## src/rtl/ffra_pkg.sv

```systemverilog
// Package for the first-fit range allocator: sizes, field widths, types and codes.
// No dependencies; used by the allocator RTL and its testbench.
package ffra_pkg;

  localparam int MEM_UNITS  = 128;
  localparam int MAX_RANGES = 64;

  localparam int ADDR_W = 7;
  localparam int SIZE_W = 8;
  localparam int SUM_W  = SIZE_W + 1;
  localparam int IDX_W  = (MAX_RANGES > 1) ? $clog2(MAX_RANGES) : 1;
  localparam int CNT_W  = $clog2(MAX_RANGES + 1);

  localparam int S_DATA_W = 16;
  localparam int M_DATA_W = 8;

  localparam logic [ADDR_W-1:0] LAST_UNIT = ADDR_W'(MEM_UNITS - 1);

  localparam logic REQ_ALLOC = 1'b0;
  localparam logic REQ_FREE  = 1'b1;

  typedef struct packed {
    logic [ADDR_W-1:0] last;
    logic [ADDR_W-1:0] first;
  } range_t;

  localparam int RANGE_W = $bits(range_t);

  typedef enum logic [2:0] {
    ST_INIT,
    ST_IDLE,
    ST_ALLOC,
    ST_SHIFT,
    ST_CHECK,
    ST_MERGE,
    ST_RESP
  } state_t;

endpackage

```

## src/rtl/ffra_ram.sv

```systemverilog
// Generic simple dual-port RAM: one write port, one read port with registered read data.
// No dependencies; read data holds while the read enable is low.
module ffra_ram #(
  parameter int WIDTH = 14,
  parameter int DEPTH = 64
) (
  input  logic                                     clk,
  input  logic                                     we,
  input  logic [((DEPTH > 1) ? $clog2(DEPTH) : 1)-1:0] waddr,
  input  logic [WIDTH-1:0]                         wdata,
  input  logic                                     re,
  input  logic [((DEPTH > 1) ? $clog2(DEPTH) : 1)-1:0] raddr,
  output logic [WIDTH-1:0]                         rdata
);

  logic [WIDTH-1:0] mem [DEPTH];

  always_ff @(posedge clk) begin
    if (we) begin
      mem[waddr] <= wdata;
    end
    if (re) begin
      rdata <= mem[raddr];
    end
  end

endmodule

```

## src/rtl/first_fit_range_allocator.sv

```systemverilog
// First-fit range allocator: one item at a time; the free-range table sits in one RAM.
// Allocate: entries are read in order until one fits; a longer range is trimmed at its front,
// an exact fit shifts the later entries down to close the gap, and a miss reads every entry.
// Free: one merge pass, after a read-only adjacency pass with a full table (dropped if no merge).
// Reset: range count goes to one, then one cycle writes entry 0 (whole memory) before ready.
// Depends on ffra_pkg and ffra_ram.
module first_fit_range_allocator (
  input  logic                          clk,
  input  logic                          rst,
  input  logic                          s_tvalid,
  output logic                          s_tready,
  input  logic [ffra_pkg::S_DATA_W-1:0] s_tdata,  // block_size [7:0], free_address [14:8]
  input  logic                          s_tuser,  // req_type [0]
  output logic                          m_tvalid,
  input  logic                          m_tready,
  output logic [ffra_pkg::M_DATA_W-1:0] m_tdata,  // granted_address [6:0]
  output logic                          m_tuser   // ok [0]
);

  ffra_pkg::state_t state, state_next;

  logic [ffra_pkg::CNT_W-1:0]  count, count_next;
  logic [ffra_pkg::CNT_W-1:0]  rd_ptr, rd_ptr_next;
  logic [ffra_pkg::CNT_W-1:0]  wr_ptr, wr_ptr_next;
  logic                        q_ok, q_ok_next;
  logic                        inserted, inserted_next;
  logic                        cur_valid, cur_valid_next;
  logic                        merged_any, merged_any_next;
  ffra_pkg::range_t            cur, cur_next;
  logic [ffra_pkg::SIZE_W-1:0] size_q, size_q_next;
  logic [ffra_pkg::ADDR_W-1:0] addr_q, addr_q_next;
  logic [ffra_pkg::ADDR_W-1:0] hi_q, hi_q_next;
  logic [ffra_pkg::ADDR_W-1:0] res_addr, res_addr_next;
  logic                        res_ok, res_ok_next;
  logic                        out_valid, out_valid_next;
  logic [ffra_pkg::ADDR_W-1:0] out_addr, out_addr_next;
  logic                        out_ok, out_ok_next;

  logic                                  mem_we, mem_re;
  logic [ffra_pkg::IDX_W-1:0]            mem_waddr, mem_raddr;
  ffra_pkg::range_t                      mem_wdata;
  logic [ffra_pkg::RANGE_W-1:0]          mem_rdata;
  ffra_pkg::range_t                      q_rng, new_rng, elem;

  logic [ffra_pkg::SIZE_W-1:0] in_size;
  logic [ffra_pkg::ADDR_W-1:0] in_addr;
  logic [ffra_pkg::SUM_W-1:0]  hi_sum;
  logic [ffra_pkg::ADDR_W-1:0] hi_sat;
  logic [ffra_pkg::SIZE_W-1:0] len;
  logic                        take_q, take_new, stream_end, issue, adj;

  ffra_ram #(
    .WIDTH(ffra_pkg::RANGE_W),
    .DEPTH(ffra_pkg::MAX_RANGES)
  ) u_table (
    .clk  (clk),
    .we   (mem_we),
    .waddr(mem_waddr),
    .wdata(mem_wdata),
    .re   (mem_re),
    .raddr(mem_raddr),
    .rdata(mem_rdata)
  );

  assign s_tready = (state == ffra_pkg::ST_IDLE);
  assign m_tvalid = out_valid;
  assign m_tdata  = {1'b0, out_addr};
  assign m_tuser  = out_ok;

  assign in_size = s_tdata[ffra_pkg::SIZE_W-1:0];
  assign in_addr = s_tdata[ffra_pkg::SIZE_W +: ffra_pkg::ADDR_W];
  assign hi_sum  = ffra_pkg::SUM_W'(in_addr) + ffra_pkg::SUM_W'(in_size) - ffra_pkg::SUM_W'(1);
  assign hi_sat  = (hi_sum > ffra_pkg::SUM_W'(ffra_pkg::LAST_UNIT)) ? ffra_pkg::LAST_UNIT
                                                                     : hi_sum[ffra_pkg::ADDR_W-1:0];

  assign q_rng   = ffra_pkg::range_t'(mem_rdata);
  assign new_rng = '{last: hi_q, first: addr_q};
  assign len     = ffra_pkg::SIZE_W'(q_rng.last) - ffra_pkg::SIZE_W'(q_rng.first)
                   + ffra_pkg::SIZE_W'(1);

  assign take_q     = q_ok && (inserted || (q_rng.first <= addr_q));
  assign take_new   = !take_q && !inserted && (q_ok || (rd_ptr == count));
  assign stream_end = !q_ok && inserted && (rd_ptr == count);
  assign issue      = (rd_ptr < count) && (!q_ok || take_q);
  assign elem       = take_q ? q_rng : new_rng;
  assign adj        = cur_valid && ((ffra_pkg::SUM_W'(cur.last) + ffra_pkg::SUM_W'(1))
                                    == ffra_pkg::SUM_W'(elem.first));

  always_ff @(posedge clk) begin
    if (rst) begin
      state     <= ffra_pkg::ST_INIT;
      count     <= ffra_pkg::CNT_W'(1);
      out_valid <= 1'b0;
      q_ok      <= 1'b0;
    end else begin
      state     <= state_next;
      count     <= count_next;
      out_valid <= out_valid_next;
      q_ok      <= q_ok_next;
    end
  end

  always_ff @(posedge clk) begin
    rd_ptr     <= rd_ptr_next;
    wr_ptr     <= wr_ptr_next;
    inserted   <= inserted_next;
    cur_valid  <= cur_valid_next;
    merged_any <= merged_any_next;
    cur        <= cur_next;
    size_q     <= size_q_next;
    addr_q     <= addr_q_next;
    hi_q       <= hi_q_next;
    res_addr   <= res_addr_next;
    res_ok     <= res_ok_next;
    out_addr   <= out_addr_next;
    out_ok     <= out_ok_next;
  end

  always_comb begin
    state_next      = state;
    count_next      = count;
    rd_ptr_next     = rd_ptr;
    wr_ptr_next     = wr_ptr;
    q_ok_next       = q_ok;
    inserted_next   = inserted;
    cur_valid_next  = cur_valid;
    merged_any_next = merged_any;
    cur_next        = cur;
    size_q_next     = size_q;
    addr_q_next     = addr_q;
    hi_q_next       = hi_q;
    res_addr_next   = res_addr;
    res_ok_next     = res_ok;
    out_valid_next  = out_valid && !m_tready;
    out_addr_next   = out_addr;
    out_ok_next     = out_ok;
    mem_we          = 1'b0;
    mem_waddr       = wr_ptr[ffra_pkg::IDX_W-1:0];
    mem_wdata       = cur;
    mem_re          = 1'b0;
    mem_raddr       = rd_ptr[ffra_pkg::IDX_W-1:0];

    unique case (state)
      ffra_pkg::ST_INIT: begin
        mem_we     = 1'b1;
        mem_waddr  = '0;
        mem_wdata  = '{last: ffra_pkg::LAST_UNIT, first: '0};
        state_next = ffra_pkg::ST_IDLE;
      end

      ffra_pkg::ST_IDLE: begin
        if (s_tvalid) begin
          size_q_next     = in_size;
          addr_q_next     = in_addr;
          hi_q_next       = hi_sat;
          res_addr_next   = '0;
          res_ok_next     = 1'b0;
          inserted_next   = 1'b0;
          cur_valid_next  = 1'b0;
          merged_any_next = 1'b0;
          wr_ptr_next     = '0;
          rd_ptr_next     = '0;
          q_ok_next       = 1'b0;
          if (s_tuser == ffra_pkg::REQ_ALLOC) begin
            if (count == '0) begin
              state_next = ffra_pkg::ST_RESP;
            end else begin
              mem_re      = 1'b1;
              mem_raddr   = '0;
              rd_ptr_next = ffra_pkg::CNT_W'(1);
              q_ok_next   = 1'b1;
              state_next  = ffra_pkg::ST_ALLOC;
            end
          end else if (in_size == '0) begin
            res_ok_next = 1'b1;
            state_next  = ffra_pkg::ST_RESP;
          end else if (ffra_pkg::SUM_W'(in_addr) >= ffra_pkg::SUM_W'(ffra_pkg::MEM_UNITS)) begin
            state_next = ffra_pkg::ST_RESP;
          end else begin
            if (count != '0) begin
              mem_re      = 1'b1;
              mem_raddr   = '0;
              rd_ptr_next = ffra_pkg::CNT_W'(1);
              q_ok_next   = 1'b1;
            end
            state_next = (count == ffra_pkg::CNT_W'(ffra_pkg::MAX_RANGES)) ?
                         ffra_pkg::ST_CHECK : ffra_pkg::ST_MERGE;
          end
        end
      end

      ffra_pkg::ST_ALLOC: begin
        if (len > size_q) begin
          mem_we        = 1'b1;
          mem_waddr     = rd_ptr[ffra_pkg::IDX_W-1:0] - ffra_pkg::IDX_W'(1);
          mem_wdata     = '{last: q_rng.last,
                            first: q_rng.first + size_q[ffra_pkg::ADDR_W-1:0]};
          res_addr_next = q_rng.first;
          res_ok_next   = 1'b1;
          q_ok_next     = 1'b0;
          state_next    = ffra_pkg::ST_RESP;
        end else if (len == size_q) begin
          res_addr_next = q_rng.first;
          res_ok_next   = 1'b1;
          wr_ptr_next   = rd_ptr - ffra_pkg::CNT_W'(1);
          if (rd_ptr < count) begin
            mem_re      = 1'b1;
            rd_ptr_next = rd_ptr + ffra_pkg::CNT_W'(1);
          end else begin
            q_ok_next = 1'b0;
          end
          state_next = ffra_pkg::ST_SHIFT;
        end else if (rd_ptr < count) begin
          mem_re      = 1'b1;
          rd_ptr_next = rd_ptr + ffra_pkg::CNT_W'(1);
        end else begin
          q_ok_next  = 1'b0;
          state_next = ffra_pkg::ST_RESP;
        end
      end

      ffra_pkg::ST_SHIFT: begin
        if (q_ok) begin
          mem_we      = 1'b1;
          mem_wdata   = q_rng;
          wr_ptr_next = wr_ptr + ffra_pkg::CNT_W'(1);
          if (rd_ptr < count) begin
            mem_re      = 1'b1;
            rd_ptr_next = rd_ptr + ffra_pkg::CNT_W'(1);
          end else begin
            q_ok_next = 1'b0;
          end
        end else begin
          count_next = count - ffra_pkg::CNT_W'(1);
          state_next = ffra_pkg::ST_RESP;
        end
      end

      ffra_pkg::ST_CHECK: begin
        if (take_q || take_new) begin
          mem_re          = issue;
          rd_ptr_next     = issue ? rd_ptr + ffra_pkg::CNT_W'(1) : rd_ptr;
          q_ok_next       = issue || (q_ok && !take_q);
          inserted_next   = inserted || take_new;
          merged_any_next = merged_any || adj;
          cur_next        = elem;
          cur_valid_next  = 1'b1;
        end else if (stream_end) begin
          if (merged_any) begin
            mem_re         = 1'b1;
            mem_raddr      = '0;
            rd_ptr_next    = ffra_pkg::CNT_W'(1);
            q_ok_next      = 1'b1;
            inserted_next  = 1'b0;
            cur_valid_next = 1'b0;
            wr_ptr_next    = '0;
            state_next     = ffra_pkg::ST_MERGE;
          end else begin
            state_next = ffra_pkg::ST_RESP;
          end
        end else begin
          mem_re      = issue;
          rd_ptr_next = issue ? rd_ptr + ffra_pkg::CNT_W'(1) : rd_ptr;
          q_ok_next   = issue || q_ok;
        end
      end

      ffra_pkg::ST_MERGE: begin
        if (take_q || take_new) begin
          mem_re         = issue;
          rd_ptr_next    = issue ? rd_ptr + ffra_pkg::CNT_W'(1) : rd_ptr;
          q_ok_next      = issue || (q_ok && !take_q);
          inserted_next  = inserted || take_new;
          cur_valid_next = 1'b1;
          if (!cur_valid) begin
            cur_next = elem;
          end else if (adj) begin
            cur_next.last = elem.last;
          end else begin
            mem_we      = 1'b1;
            wr_ptr_next = wr_ptr + ffra_pkg::CNT_W'(1);
            cur_next    = elem;
          end
        end else if (stream_end) begin
          mem_we      = 1'b1;
          count_next  = wr_ptr + ffra_pkg::CNT_W'(1);
          res_ok_next = 1'b1;
          state_next  = ffra_pkg::ST_RESP;
        end else begin
          mem_re      = issue;
          rd_ptr_next = issue ? rd_ptr + ffra_pkg::CNT_W'(1) : rd_ptr;
          q_ok_next   = issue || q_ok;
        end
      end

      ffra_pkg::ST_RESP: begin
        if (!out_valid || m_tready) begin
          out_valid_next = 1'b1;
          out_addr_next  = res_addr;
          out_ok_next    = res_ok;
          state_next     = ffra_pkg::ST_IDLE;
        end
      end

      default: begin
        state_next = ffra_pkg::ST_IDLE;
      end
    endcase
  end

  a_count_bound: assert property (@(posedge clk) disable iff (rst)
    count <= ffra_pkg::CNT_W'(ffra_pkg::MAX_RANGES))
    else $error("range count beyond table depth");

  a_no_rw_clash: assert property (@(posedge clk) disable iff (rst)
    (mem_we && mem_re) |-> (mem_waddr != mem_raddr))
    else $error("table read and write hit the same entry");

  a_merge_order: assert property (@(posedge clk) disable iff (rst)
    (state == ffra_pkg::ST_MERGE) |-> (wr_ptr <= rd_ptr))
    else $error("merge write pointer overtook read pointer");

  a_zero_free: assert property (@(posedge clk) disable iff (rst)
    (s_tvalid && s_tready && (s_tuser == ffra_pkg::REQ_FREE) &&
     (s_tdata[ffra_pkg::SIZE_W-1:0] == '0)) |=> ((state == ffra_pkg::ST_RESP) && res_ok))
    else $error("zero-size free not answered at once");

  a_result_source: assert property (@(posedge clk) disable iff (rst)
    $rose(m_tvalid) |-> ($past(state) == ffra_pkg::ST_RESP))
    else $error("result beat raised outside response step");

endmodule

```

## config.mk

```make
export PLATFORM = sky130hd
export DESIGN_NAME = first_fit_range_allocator
export DESIGN_NICKNAME = d
export VERILOG_FILES = /design/src/rtl/ffra_pkg.sv /design/src/rtl/ffra_ram.sv /design/src/rtl/first_fit_range_allocator.sv
export SDC_FILE = /design/constraint.sdc
export NUM_CORES = 1
export LEC_CHECK = 0
export BUFFER_PORTS_ARGS = -buffer_cell sky130_fd_sc_hd__buf_2
export CAP_MARGIN = 15
export CORE_UTILIZATION = 35
export DETAILED_ROUTE_END_ITERATION = 8
export PLACE_DENSITY_LB_ADDON = 0.1
export SLEW_MARGIN = 20
export SYNTH_ARGS = -nofsm -noshare
export SYNTH_HDL_FRONTEND = slang
export SYNTH_SLANG_ARGS = --single-unit
```

## constraint.sdc

```tcl
create_clock -name clk -period 6.6 [get_ports clk]
set_input_delay 0.99 -clock clk [delete_from_list [all_inputs] [get_ports clk]]
set_output_delay 0.99 -clock clk [all_outputs]
set_load 0.03 [all_outputs]
```

Word-level counts from Yosys, hierarchy flattened
Memories as Yosys holds them, arrays and structs flattened. A register that Yosys moved wholly into a read port is not among the register bits.
Cells that the tools add are included.

storage, ports and cells
  register bits = 81
  bits in writable memories = 896
  input bits = 21
  output and inout bits = 11
  logic and storage cells = 236
  memories = 1

cells by class
  $add $sub $neg = 11
  magnitude comparators = 4
  eq/ne operators = 33
  mux-type cells = 122
  reductions and logical operators = 47

memory list
  memory       depth  bits a word  rd ports  clocked after memory_dff  wr ports  RTL line        RTL
  u_table.mem  64     14           1         1                         1         ffra_ram.sv:16  logic [WIDTH-1:0] mem [DEPTH];

operator list
  cell                 count
  $mux 7               28
  $mux 14              5
  $pmux 7 s5           2
  $mux 6               9
  $mux 1               50
  $pmux 14 s3          1
  $mux 3               12
  $ne 2x2->1 const B   15
  $pmux 14 s2          1
  $pmux 7 s2           2
  $pmux 6 s2           2
  $ne 3x3->1 const B   6
  $pmux 3 s6           1
  $reduce_and 5->1     3
  $add 7x1->7 const B  2
  $sub 7x1->7 const B  2
  $reduce_and 11->1    1
  $pmux 1 s5           2
  $add 7x8->9          1
  $eq 3x3->1 const B   3
  $gt 9x7->1 const B   1
  $logic_and 1x1->1    9
  $logic_or 1x1->1     9
  $pmux 1 s3           3
  32 further kinds     47

Logic depth before layout (Yosys ltp)
  depth in word-level cells = 12
  depth in mapped cells = 24

By module
From an unflattened synthesis, not the netlist that was laid out.

unflattened totals
  cell total of the unflattened synthesis = 2,187
  area total of the unflattened synthesis = 41,284.6 sq um

by module, submodules not included
  module                     instances  cells an instance  area an instance (sq um)  sequential area each (sq um)
  ffra_ram                   1          1,550              35,098.7                  27,326.2
  first_fit_range_allocator  1          637                6,185.9                   2,312.2

Worst setup path before layout
No wires, ideal clock.

  path type = register -> register
  start point = register u_table.rdata[1] (read register of u_table.mem)
  end point = memory u_table.mem[0][5], data pin
  setup time = 0.702 ns
  arrival = 6.133 ns
  setup slack = -0.234 ns
  stages on the path, launching flop included = 19
  clock period less this slack = 6.834 ns
  cell sequence = edfxtp_1 > ha_1 > inv_1 > ha_1 > inv_1 > fa_1 > inv_1 > a21oi_1 > o21bai_1 > a21o_1 > a21oi_1 > xor2_1 > ha_1 > nand4_1 > a211oi_1 > nor2_1 > o21ai_0 > a22oi_1 > o21ai_0

RTL lines
  what                RTL line        RTL
  start: declaration  ffra_ram.sv:13  output logic [WIDTH-1:0] rdata
  end: declaration    ffra_ram.sv:16

Worst setup path after layout
  start point = register u_table.rdata[8] (read register of u_table.mem)
  end point = memory u_table.mem[36][1], enable pin

between the ends
  cells in the longest elaborated chain, start to end = 7

RTL lines
  what                          RTL line                          RTL
  $sub 7x7->8 *                 first_fit_range_allocator.sv:78   assign len = ffra_pkg::SIZE_W'(q_rng.last) - ffra_pkg::SIZE_W'(q_rng.first)
  $add 8x1->8 *                 first_fit_range_allocator.sv:79   + ffra_pkg::SIZE_W'(1);
  $gt 8x8->1 *                  first_fit_range_allocator.sv:193  if (len > size_q) begin
  $mux 1                        first_fit_range_allocator.sv:193
  $pmux 1 s4                    first_fit_range_allocator.sv:143  unique case (state)
  $mux 1                        ffra_ram.sv:19                    if (we) begin
  $mux 1 (implied by the code)  ffra_ram.sv:20                    mem[waddr] <= wdata;

Every way passes the cells marked *; elsewhere a longest branch is shown, timed or not.

==> results.yml <==
run_status:
  status: "complete, no violations"
timing:
  period_share_pct: 92.9
  finalCriticalPeriod_ns: 6.13
  drv_slew: 0
  tightest_slew_ns: 1.22
  fmax_mhz: 163
  relSlewSlack_pct: 17.3
  finalWorstSetupSlack_ns: 0.469
  fin_tns_setup_ns: 0
  setup_viol: 0
  rsz0062_at_grt: "false"
  skew_ns: 0.0191
  finalHoldViolations: 0
floorplanning:
  start_util_pct: 35.5
  die_h_um: 349
  die_area_um2: 122000
  rows: 126
  io_pins: 32
  coreArea_um2: 119000
  die_x_um: 349
power:
  powerDensity_nw_per_um2: 493
  ir_drop_uv: 283
  leakagePower_nw: 16.3
cells_and_area:
  final-seq-area_um2: 29600
  final_nets: 3106
  nFillCells: 10800
  drive_gt1_share_pct: 18.0
  multi_input_area_um2: 11800
  syn2layout_area_growth_pct: 16.0
synth:
  synth_flop_cell: "edfxtp_1"
  synthSimpleGateAreaFrac_pct: 4.91
  ys_seq_area_share_pct: 70.3
  syn-cell-area_um2: 42100
  synthAdderAreaFrac_pct: 2.01
  synth_edf_count: 979
  synthArstFlopShare_pct: 0
  synth_top_family_by_area: "compound AO/OA/AOI/OAI gates"
  syn-num-nets: 2958
  ys_warn_count: 0
  synth_compound_area_share_pct: 12.6
  synth_cell_types: 87
  avgSynthCellArea_um2: 14.7
  muxShareOfSynthArea_pct: 6.71
  postSynthCellCount: 2871
  synth_xor_area_share_pct: 0.644
  synth_seq_cells: 991
placement:
  port_buffers: 29
  place_ws_ns: 0.502
  routabilityCongestion: 0.859
  dp_hpwl_um: 79100
clocking:
  htreeDepth: 3
  insertion_delay_ns: 0.70
  cts_tree: "built"
  post_cts_buffers: 0
  clk_pin_slew_worst_paths_ns: 0.06
  cts_hold_buffers: 0
  cts_resized: 0
  cts_made_buffers: 110
  clock-sinks: 991
  root_buffer: "clkbuf_16"
  cts_max_path_buffers: 3
routing:
  first_iter_violations: 2194
  vias_per_cell: 5.47
  routed.top_layer: "met4"
  wl_met1_um: 56600
  wl_per_cell_um: 26.7
  dr_wl_met3_um: 5540
  route.met2.wl_um: 59700
  first_pass_iters: 5
  drc: 0
  wl_um: 126000
  ant_nets: 0
  vias: 25800
global_route:
  grt_use_total_pct: 20.5
  grt_pass1_vias: 25700
  grt_max_degree: 137
  antenna_found_initial: 3
  grt_pass1_wl_um: 182000
  overflow: 0
setup_path:
  critPathKind: "flop to flop"
  cp-start-kind: "flop"
  crit_required_ns: 6.98
  cp.arrival_ns: 6.51
  reg2reg_slack_ns: 0.47
  cp_max_fo: 14
  crit_path_end_kind: "flop"
worst_hold_path:
  min_path_type: "flop to flop"
flow_run:
  cap_violations: 0
## layer usage
layer	GRT usage (%)	vias up
met4	6.46	0
met1	28.2	13300
li1	-	11600
met2	33.4	675
met3	2.84	173
met5	0	-
## through the flow
stage	utilization (%)	std cells	power [mW]	hold WS [ns]	area (um2)
final	41.2	4706	24.1	0.418	48900
after global routing	41.2	4705	25.2	0.423	48900
after CTS	41.2	4705	24.3	0.422	48900
after detailed placement	38.3	4507	18.4	0.408	45500
after global placement	38.3	4506	18.3	0.408	45400
after floorplan	-	2871	14.1	0.400	42100
## synth_stat cells (13+ instances only)
library cell	instances	share of area, %
nor3_1	81	0.96
nand4_1	18	0.27
nand3_1	47	0.56
ha_1	63	1.9
a21o_1	22	0.39
buf_1	14	0.12
mux2i_1	179	4.3
o22ai_1	111	1.6
mux2_2	88	2.4
clkbuf_1	91	0.81
nor2_1	142	1.3
edfxtp_1	979	70
xnor2_1	17	0.35
o221ai_1	18	0.37
o21a_1	17	0.30
a22o_1	25	0.52
o311ai_0	41	0.85
o21ai_1	13	0.15
xor2_1	14	0.29
o21ai_0	184	2.2
a22oi_1	20	0.36
nand2_1	94	0.84
a211oi_1	44	0.78
buf_2	39	0.46
a211o_1	13	0.27
a21oi_1	172	2.0
o2bb2ai_1	13	0.27
inv_1	106	0.94
## cells by family (layout without fill, tap and decap cells)
family / count (synthesis) / in the layout
AO/OA/AOI/OAI: 798 / 798
flip-flops: 991 / 991
adder cells (fa/ha/maj): 66 / 66
other: 1 / 2
XOR/XNOR: 31 / 31
AND/OR/NAND/NOR: 443 / 443
buffers and inverters: 272 / 506
multiplexers: 269 / 269
## worst paths after layout
path | cells past startpoint | from | endpoint
min reg2reg | 0 | res_addr[1] | out_addr[1]
min | 0 | res_addr[1] | out_addr[1]
max reg2reg | 22 | u_table.rdata[8] | u_table.mem[36][1]
max | 22 | u_table.rdata[8] | u_table.mem[36][1]
## where the power goes
group | internal [mW] | switching (mW)
clock network | 3.36 | 2.51
logic | 2.73 | 6.73
registers | 8.53 | 0.262
## critical path: stages (launching register included)
cell	delay, ns
edfxtp_1	0.42
inv_1	0.09
ha_1	0.24
inv_1	0.07
ha_1	0.17
inv_1	0.06
fa_1	0.46
inv_1	0.08
a21oi_1	0.06
o21bai_1	0.21
a21o_1	0.16
a21oi_1	0.07
xor2_1	0.15
ha_1	0.32
nand2_1	0.05
o21ai_0	0.25
and2_1	0.44
or2_0	0.47
o21ai_0	0.14
a22oi_1	0.66
nand3_1	0.62
nor3_2	0.30
buf_4	0.31
## cells in the final DEF, fill, tap and decap left out, types with 19 or more instances in the layout
master	count
mux2_2	88
nor3_2	63
a22oi_1	20
nand3_1	47
buf_2	29
clkbuf_16	112
o21ai_0	177
o311ai_0	36
a21o_1	22
ha_1	63
a21oi_1	172
edfxtp_1	979
a211oi_1	44
inv_1	104
mux2i_1	179
nor2_1	139
buf_4	157
clkinv_2	19
nand2_1	92
o22ai_1	111
clkinv_1	34
a22o_1	25
## cell type report
class | instances | area share [%]
Inverter | 106 | 0.814
Multi-Input combinational cell | 1608 | 24.1
Sequential cell | 991 | 60.6
Clock inverter | 69 | 1.14
Timing Repair Buffer | 202 | 3.38
Clock buffer | 129 | 5.86
Tap cell | 1600 | 4.09
Antenna cell | 1 | 0.00512
## sequential cells by signal, indices dropped and copies added, names as in the netlist, 3 cells and up
register       flops
wr_ptr             7
addr_q             7
u_table.mem      896
cur               14
u_table.rdata     14
rd_ptr             7
size_q             8
out_addr           7
res_addr           7
hi_q               7
count              7
state              3
Note: power is estimated with default switching activity, not from simulation.
